## src/rtl/core/isf_pkg.sv

```systemverilog
// Package for the incremental subsequence filter.
// Holds sizes, operation codes and the command type passed from front to back.
// No dependencies.
package isf_pkg;

    localparam int NWORDS   = 64;
    localparam int MAXLEN   = 256;
    localparam int MAXQUERY = 256;

    localparam int WIDX_W  = 6;
    localparam int POS_W   = 8;
    localparam int LET_W   = 5;
    localparam int OP_W    = 2;
    localparam int CNT_W   = 7;
    localparam int LEN_W   = 9;
    localparam int DEPTH_W = 9;

    localparam logic [LEN_W-1:0]   FAIL_POS  = LEN_W'(MAXLEN);
    localparam logic [DEPTH_W-1:0] DEPTH_MAX = DEPTH_W'(MAXQUERY);
    localparam logic [CNT_W-1:0]   WORDS_MAX = CNT_W'(NWORDS);

    localparam logic [OP_W-1:0] OP_LOAD = 2'd0;
    localparam logic [OP_W-1:0] OP_TYPE = 2'd1;
    localparam logic [OP_W-1:0] OP_DEL  = 2'd2;

    typedef enum logic [1:0] {
        CMD_LOAD = 2'd0,
        CMD_TYPE = 2'd1,
        CMD_DEL  = 2'd2
    } cmd_kind_t;

    typedef struct packed {
        cmd_kind_t          kind;
        logic [WIDX_W-1:0]  widx;
        logic [POS_W-1:0]   pos;
        logic [LET_W-1:0]   letter;
    } cmd_t;

endpackage

```

## src/rtl/core/isf_front.sv

```systemverilog
// Front end: accepts input transactions, drops unused codes, queues commands.
// Depends on isf_pkg.
module isf_front
(
    input  logic                        clk,
    input  logic                        rst_n,
    input  logic                        push,
    output logic                        full,
    input  logic [isf_pkg::OP_W-1:0]    operation,
    input  logic [isf_pkg::WIDX_W-1:0]  word_index,
    input  logic [isf_pkg::POS_W-1:0]   char_position,
    input  logic [isf_pkg::LET_W-1:0]   letter,
    output logic                        cmd_valid,
    output isf_pkg::cmd_t               cmd,
    input  logic                        cmd_pop
);

    isf_pkg::cmd_t q_reg [2];
    logic          wr_reg, wr_next;
    logic          rd_reg, rd_next;
    logic [1:0]    cnt_reg, cnt_next;
    logic          enq;
    isf_pkg::cmd_t new_cmd;

    always_comb
    begin
        new_cmd.widx   = word_index;
        new_cmd.pos    = char_position;
        new_cmd.letter = letter;
        case (operation)
            isf_pkg::OP_LOAD: new_cmd.kind = isf_pkg::CMD_LOAD;
            isf_pkg::OP_TYPE: new_cmd.kind = isf_pkg::CMD_TYPE;
            default:          new_cmd.kind = isf_pkg::CMD_DEL;
        endcase
    end

    assign full      = (cnt_reg == 2'd2);
    assign cmd_valid = (cnt_reg != 2'd0);
    assign cmd       = q_reg[rd_reg];
    assign enq       = push && !full &&
                       (operation inside {isf_pkg::OP_LOAD, isf_pkg::OP_TYPE, isf_pkg::OP_DEL});

    always_comb
    begin
        wr_next  = wr_reg ^ enq;
        rd_next  = rd_reg ^ (cmd_pop && cmd_valid);
        cnt_next = cnt_reg + {1'b0, enq} - {1'b0, cmd_pop && cmd_valid};
    end

    always_ff @(posedge clk or negedge rst_n)
    begin
        if (!rst_n)
        begin
            wr_reg  <= 1'b0;
            rd_reg  <= 1'b0;
            cnt_reg <= 2'd0;
        end
        else
        begin
            wr_reg  <= wr_next;
            rd_reg  <= rd_next;
            cnt_reg <= cnt_next;
        end
    end

    always_ff @(posedge clk)
    begin
        if (enq)
        begin
            q_reg[wr_reg] <= new_cmd;
        end
    end

endmodule

```

## config.mk

```make
export PLATFORM = sky130hd
export DESIGN_NAME = isf_front
export DESIGN_NICKNAME = d
export VERILOG_FILES = /design/src/rtl/core/isf_pkg.sv /design/src/rtl/core/isf_front.sv
export SDC_FILE = /design/constraint.sdc
export NUM_CORES = 1
export LEC_CHECK = 0
export BUFFER_PORTS_ARGS = -buffer_cell sky130_fd_sc_hd__buf_4
export CAP_MARGIN = 40
export CORE_MARGIN = 8
export CORE_UTILIZATION = 45
export CTS_BUF_LIST = sky130_fd_sc_hd__clkbuf_16
export CTS_CLUSTER_DIAMETER = 120
export DETAILED_ROUTE_END_ITERATION = 10
export PLACE_DENSITY = 0.81
export SETUP_SLACK_MARGIN = 0.02
export SYNTH_ARGS = -nofsm -noshare
export SYNTH_HDL_FRONTEND = slang
export SYNTH_SLANG_ARGS = --single-unit
```

## constraint.sdc

```tcl
create_clock -name clk -period 3.3 [get_ports clk]
set_input_delay 0.495 -clock clk [delete_from_list [all_inputs] [get_ports clk]]
set_output_delay 0.495 -clock clk [all_outputs]
set_load 0.01 [all_outputs]
```

[After elaboration in Yosys (flattened, before gate mapping)]
Memory sizes are Yosys's and may differ from the RTL's.
Index checks and enable logic that the tools add are counted.
W data, S select, Z words.
Cells by class
  add/sub/neg operators: 2
  equal/unequal tests: 3
  muxes and demuxes: 3
  bitwise gates (word level): 2
  reductions and logical operators: 7
Operators by type and width (count)
  $eq A2 B2 Y1 const B: 2
  $pmux W2 S2: 1
  $logic_and A1 B1 Y1: 3
  $reduce_bool A3 Y1: 1
  $add A2 B1 Y2: 1
  $eq A2 B1 Y1 const B: 1
  $logic_not A2 Y1: 1
  $mux W1: 2
  $reduce_bool A2 Y1: 1
  $sub A2 B1 Y2: 1
  $xor A1 B1 Y1: 2
  $logic_not A1 Y1: 1
Word-level totals
  register bits after elaboration: 4
  memory bits (writable): 42
  output and inout bits: 23
  memories: 1
Memories
  q_reg: depth 2, bits a word 21, read ports 1, clocked after memory_dff 0, wr ports 1, RTL line isf_front.sv:18  | isf_pkg::cmd_t q_reg [2];

[Depth between registers and ports, before layout]
Gate-level depths: netlist (run 1).
  word-level depth: 6
  gate-level depth with buffers: 7
  gate-level depth less buffers: 7

[Least setup slack after synthesis (run 1)]
OpenSTA, ideal clock, no wires.
  path kind: input-to-reg
  start point: input operation[1] in the netlist's numbering
  end point: memory q_reg[1][0] in the netlist's numbering (enable)
  library setup time: 0.379 ns
  data arrival time: 1.319 ns
  data required time: 2.921 ns
  setup slack: 1.602 ns
  stages on the path: 3
  path buffers: 0
  path through: nand2_1 -> and3_1 -> ha_1
On the way
  longest elaborated chain between the ends: 5
  elaborated cells between the ends (all ways): 7
RTL lines
  from (decl): RTL line isf_front.sv:9  | input logic [isf_pkg::OP_W-1:0] operation,
  $eq A2 B1 Y1 (tied with other cells): RTL line isf_front.sv:41  | (operation inside {isf_pkg::OP_LOAD, isf_pkg::OP_TYPE, isf_pkg::OP_DEL});
  $reduce_bool A3 Y1 (*): RTL line isf_front.sv:41
  $logic_and A1 B1 Y1 (*): RTL line isf_front.sv:40  | assign enq = push && !full &&
  $mux W1 (*): RTL line isf_front.sv:68  | if (enq)
  $mux W1 (not written as such) (*): RTL line isf_front.sv:70  | q_reg[wr_reg] <= new_cmd;
  to (decl): RTL line isf_front.sv:18
Every way passes the cells marked *; elsewhere a longest branch is shown, timed or not.

==> reports/metrics.cfg, run 1 <==
[timing]
period_minus_slack_ns = 2.28
slew_headroom = 0.404
rsz0062_at_grt = no
fin_setup_tns_ns = 0
setup_violations = 0
worst_slew_pin_slew_ns = 0.894
fin_crit_sh = 0.690
drv_slew = 0
finalClockSkew_ns = 0.00427
hold_violations = 0
fmax_ghz = 0.439

[clock_network]
cts_tree = yes
cts_buffers = 5
ctsHtreeMaxLevel = 2
cts.clk_slew.worst_paths_ns = 0.06
clk_path_buf_depth = 2
tritoncts_num_sinks = 46
worstSkewPairLatency_ns = 0.28
cts-resized-gates = 0
cts-root-buf = clkbuf_16
postCtsSetupBuffers = 0
cts_hold_buf = 1

[synthesis]
synth_edf_count = 42
synth_common_cells = edfxtp_1, mux2_2, dfrtp_1, ha_1, inv_1
yosysTopAreaCell = edfxtp_1
synth.top_cell.area_share = 0.718
synthesis.area_sq_um = 1760
synth_ff_type = edfxtp_1
yosysUniqueCellTypes = 16
ys_warn_count = 0
synth.most_common_cell = edfxtp_1
synth_fa_ha_area_frac = 0.0285
synth-compound-area-share = 0.00427
yosysSeqAreaShare = 0.775
syn-instance-count = 88
synth_xor_area_frac = 0.0150
synth.net_count = 117
synthTopCellsByArea = edfxtp_1, mux2_2, dfrtp_1
muxShareOfSynthArea = 0.135
yosys.area_share.simple = 0.0192
ys_ff_latch = 46
async_flop_share = 0.0870
synth_top_family_by_area = multiplexers
postSynthAreaPerCell_sq_um = 20.0

[route]
drt_iter0_drc = 24
drt-pass1-iter-count = 4
drc = 0
wire_per_inst_um = 16.3
routed_wl_um = 3110
postRouteAntennaNets = 0
vias = 913
viasPerCell = 4.78

[power_and_ir_drop]
ir_drop_mv = 0.488
power.density_nw_per_um2 = 818
p_total_mw = 1.90
power.leakage_nw = 0.916

[outcome]
status = completed

[final_layout]
final_nets = 171
n_antenna_cell = 0
layout-drive-gt1-share = 0.538
post-route-util = 0.625
final_area_sq_um = 2320
final_cells = 191
fillers = 276
synthToLayoutAreaGrowth_pct = 32.1
largest_reg_flops = 42

[setup_path]
end_kind = output port
cp_cell_sequence = mux2_2 > buf_4
startpoint = rd_reg$_DFF_PN0_
cp.required_ns = 2.80
slowest_delay_ns = 0.93
critPathLaunchType = register
crit_fanout = 22
r2r_start = cnt_reg[1]$_DFF_PN0_
r2r-end = q_reg[0][5]$_DFFE_PP_
slowest_stage = dfrtp_1
worst_ep_arrival_time_ns = 1.78
r2r_slack_ns = 1.57
crit_type = register to output port
r2r_cells = 4

[floorplanning]
die-width_um = 78.5
die_h_um = 78.5
rows = 22
die_area_sq_um = 6160
ios = 48
core_sq_um = 3720
initial_core_util = 0.473

[place]
post-dp-hpwl_um = 2320
dpl-instance-area_sq_um = 2170
routabilityCongestion = 0.709
dpl.cell_count = 182
port_buffers = 47

[grt]
antenna_found_initial = 0
track_usage = 0.104
grt_pass1_wl_um = 4850
grt-ovfl-total = 0
grt_max_degree = 23
grt_pass1_vias = 1062

[run]
max-cap-violations = 0

[min_path]
hp-start = word_index[3]
hold_end = q_reg[0][16]$_DFFE_PP_
hold_depth = 1
hold_path.class = primary input to register

-- routing by layer --
layer  GRT usage  vias to the layer above  share of wire
li1            -                      438              -
met1       0.107                      428           0.43
met2       0.170                       44           0.45
met3      0.0626                        3           0.11
met4      0.0389                        0         0.0077
met5           0                        -              0
-- power breakdown --
group          internal, mW  switching, mW
Sequential            0.772         0.0857
Combinational         0.339          0.248
Clock                 0.273          0.181
-- cell families (layout without fill, tap and decap cells) --
family                     Yosys count  in the layout
DFF                                 46             46
and+or+nand+nor                      6              6
adders and majority gates            4              4
muxes                               21             21
buffers and inverters                7             62
AOI/OAI and AO/OA                    1              1
xor gates and xnor gates             3              3
-- worst max-delay path by stage --
| stage | slack, ns | end |
|---|---|---|
| after detailed placement | 1.30 | cmd[16] |
| after floorplan | 1.60 | q_reg[1][0]$_DFFE_PP_ |
| after global routing | 0.92 | cmd[16] |
| final | 1.02 | cmd[11] |
| after global placement | 1.27 | q_reg[0][10]$_DFFE_PP_ |
| after CTS | 1.0 | cmd[16] |
-- placed cells by master (no fill, tap or decap) --
| cell | synthesis | routed |
|---|---|---|
| buf_4 | 0 | 47 |
| edfxtp_1 | 42 | 42 |
| mux2_2 | 21 | 21 |
| inv_1 | 4 | 5 |
| clkbuf_16 | 0 | 5 |
| ha_1 | 4 | 4 |
| dfrtp_1 | 4 | 4 |
| xnor2_1 | 2 | 2 |
| buf_8 | 0 | 2 |
| nor2b_1 | 1 | 1 |
| o21a_1 | 1 | 1 |
| nand2b_1 | 1 | 1 |
| nand2_1 | 1 | 1 |
| and3_1 | 1 | 1 |
| nand3_1 | 1 | 1 |
| xor2_1 | 1 | 1 |
| or2_2 | 1 | 1 |
| clkinv_2 | 0 | 1 |
| clkinv_1 | 0 | 1 |
| dlygate4sd3_1 | 0 | 1 |
-- critical path, delay by kind of cell (launching register included) --
family   cells  cell delay [ns]
mux          1             0.43
buf+inv      1             0.15
flops        1             0.93
-- cell type report --
class	count	area, sq um	area share
sequential	46	1360	0.587
timing repair buffer	50	393	0.169
multi-input combinational	35	354	0.153
clock buffer	5	125	0.0539
tap	48	60.1	0.0259
inverter	4	15.0	0.00647
clock inverter	3	12.5	0.00539
-- through the flow --
| step | hold slack (ns) | setup slack (ns) |
|---|---|---|
| 3_3_place_gp | 0.294 | 1.27 |
| 4_1_cts | 0.392 | 0.997 |
| 5_1_grt | 0.391 | 0.922 |
| 2_1_floorplan | 0.199 | 1.60 |
| 6_report | 0.400 | 1.02 |
| 3_5_place_dp | 0.298 | 1.30 |
No activity file was read; power rests on OpenSTA's default activity.
==> run 2, diff against run 1 <==
--- a/config.mk
+++ b/config.mk
@@ -12,7 +12,7 @@
 export CTS_BUF_LIST = sky130_fd_sc_hd__clkbuf_16
 export CTS_CLUSTER_DIAMETER = 120
 export DETAILED_ROUTE_END_ITERATION = 10
-export PLACE_DENSITY = 0.81
+export PLACE_DENSITY = 0.84
 export SETUP_SLACK_MARGIN = 0.02
 export SYNTH_ARGS = -nofsm -noshare
 export SYNTH_HDL_FRONTEND = slang
==> constraint.sdc (replaced) <==
create_clock -name clk -period 2 [get_ports clk]
set_input_delay 0.3 -clock clk [delete_from_list [all_inputs] [get_ports clk]]
set_output_delay 0.3 -clock clk [all_outputs]
set_load 0.01 [all_outputs]
==> run 2 against run 1 <==
Effect of this change:
- combinational power up 77%
- critical path depth up 1
- cell count unchanged
- worst setup slack worse by 0.81 ns
- non-clock buffer count up 1
- first-iteration DRC count rose to 2.8 times the previous value
- register-to-register slack worse by 1.2 ns
- routed wire length up 0.13%
- total power up 65%
- hold slack worse by 0.20 ns
- via count up 0.44%
- global-route usage up 0.12 points
- critical path type unchanged
- highest routed layer unchanged
==> reports/metrics.cfg, run 2 (synthesized netlist as in run 1, its figures left out) <==
[timing]
finalClockSkew_ns = 0.00676
fin_setup_tns_ns = 0
fmax_ghz = 0.558
worst_slew_pin_slew_ns = 0.281
hold_violations = 0
drv_slew = 0
fin_ws_ns = 0.209
period_minus_slack_ns = 1.79
rsz0062_at_grt = no
setup_violations = 0
slew_headroom = 0.813
fin_crit_sh = 0.896

[place]
post-dp-hpwl_um = 2270
routabilityCongestion = 0.661
dp_slack_ns = 0.372
port_buffers = 47

[grt]
grt-ovfl-total = 0
grt_pass1_vias = 1050
grt_pass1_wl_um = 4950
track_usage = 0.105
antenna_found_initial = 0
grt_max_degree = 22

[clock_network]
tritoncts_num_sinks = 46
worstSkewPairLatency_ns = 0.28
cts_buffers = 5
cts-resized-gates = 0
clk_path_buf_depth = 2
cts-root-buf = clkbuf_16
cts.clk_slew.worst_paths_ns = 0.06
ctsHtreeMaxLevel = 2
cts_tree = yes

[floorplanning]
die-width_um = 78.5
die_area_sq_um = 6160
die_h_um = 78.5
initial_core_util = 0.473
core_sq_um = 3720
ios = 48
rows = 22

[power_and_ir_drop]
p_seq_frac = 0.429
switchingPower_mw = 0.852
p_total_mw = 3.13
power.density_nw_per_um2 = 1350
ir_drop_mv = 0.803
netSwitchingFraction = 0.273
power.leakage_nw = 0.914
power.internal_mw = 2.27
clkPwrFrac = 0.238
combPwrFrac = 0.333

[route]
postRouteAntennaNets = 0
drt_iter0_drc = 68
routed_wl_um = 3120
drc = 0
wire_per_inst_um = 16.3
vias = 917
drt-pass1-iter-count = 4
viasPerCell = 4.80

[setup_path]
path_delay_family = buffers and inverters
cp.required_ns = 1.70
worst_ep_arrival_time_ns = 1.49
critPathBufInv = 2
crit_fanout = 21
crit_top_cell = buf_4
slowest_delay_ns = 0.38
end_kind = output port
crit_type = register to output port
critPathLaunchType = register
slowest_stage = dfrtp_1
cp_cell_sequence = buf_4 > mux2_2 > buf_4

[min_path]
hold_path.class = primary input to register

[final_layout]
synthToLayoutAreaGrowth_pct = 31.6
layout_commonest_cell = buf_4
post-route-util = 0.622
n_antenna_cell = 0
layout-drive-gt1-share = 0.552
final_nets = 172
largest_reg_flops = 42
layout_common_cells = buf_4, edfxtp_1, mux2_2

[run]
max-cap-violations = 0

[outcome]
status = completed

[run 2: cell count changes in the layout (fill, tap and decap cells not counted), sizes merged]
cell  delta
buf      +1
inv      -1
[run 2: area by class of cell]
type,count,area (sq um)
repair buffers,51,385
well taps,48,60.1
multi-input cells,35,354
clock buffers,5,125
flip-flops and latches,46,1360
clock inverters,2,10.0
fillers,291,1410
inverters,4,15.0
[run 2: metrics by stage]
stage / hold WS [ns] / instances / area [sq um]
3_5_place_dp: 0.0990 / 183 / 2170
5_1_grt: 0.199 / 191 / 2310
6_report: 0.203 / 191 / 2310
2_1_floorplan: 0.00441 / 88 / 1760
4_1_cts: 0.200 / 191 / 2310
3_3_place_gp: 0.0970 / 183 / 2170
[run 2: power by group through the flow]
stage / Sequential, mW / Clock, mW / Combinational (mW)
finish: 1.34 / 0.745 / 1.04
global route: 1.36 / 0.801 / 1.14
CTS: 1.34 / 0.767 / 1.07
detailed placement: 1.36 / 0 / 1.06
global placement: 1.34 / 0 / 1.02
floorplan: 1.35 / 0 / 0.624
[run 2: what timing repair did]
| item | in CTS | in global routing |
|---|---|---|
| setup buffers | 0 | 0 |
| endpoints found under the setup margin | 0 | 0 |
| hold endpoints to repair | 4 | 0 |
| hold buffers | 1 | 0 |
[run 2: metal layers]
layer,vias up,track usage,part of all wire
li1,435,-,-
met1,430,0.115,0.40
met2,46,0.162,0.48
met3,6,0.0604,0.11
met4,0,0.0463,0.015
met5,-,0,0
[run 2: worst paths after layout]
path                                      start                    end  slack [ns]  depth (start not counted)
hold / removal                        letter[0]  q_reg[1][0]$_DFFE_PP_        0.20                          1
min in group asynchronous                 rst_n       rd_reg$_DFF_PN0_        0.34                          2
max in group asynchronous                 rst_n       wr_reg$_DFF_PN0_        1.56                          2
hold reg to reg                rd_reg$_DFF_PN0_       rd_reg$_DFF_PN0_        0.51                          1
setup reg to reg           cnt_reg[1]$_DFF_PN0_   cnt_reg[1]$_DFF_PN0_        0.36                          6
setup / recovery               rd_reg$_DFF_PN0_                cmd[10]        0.21                          3
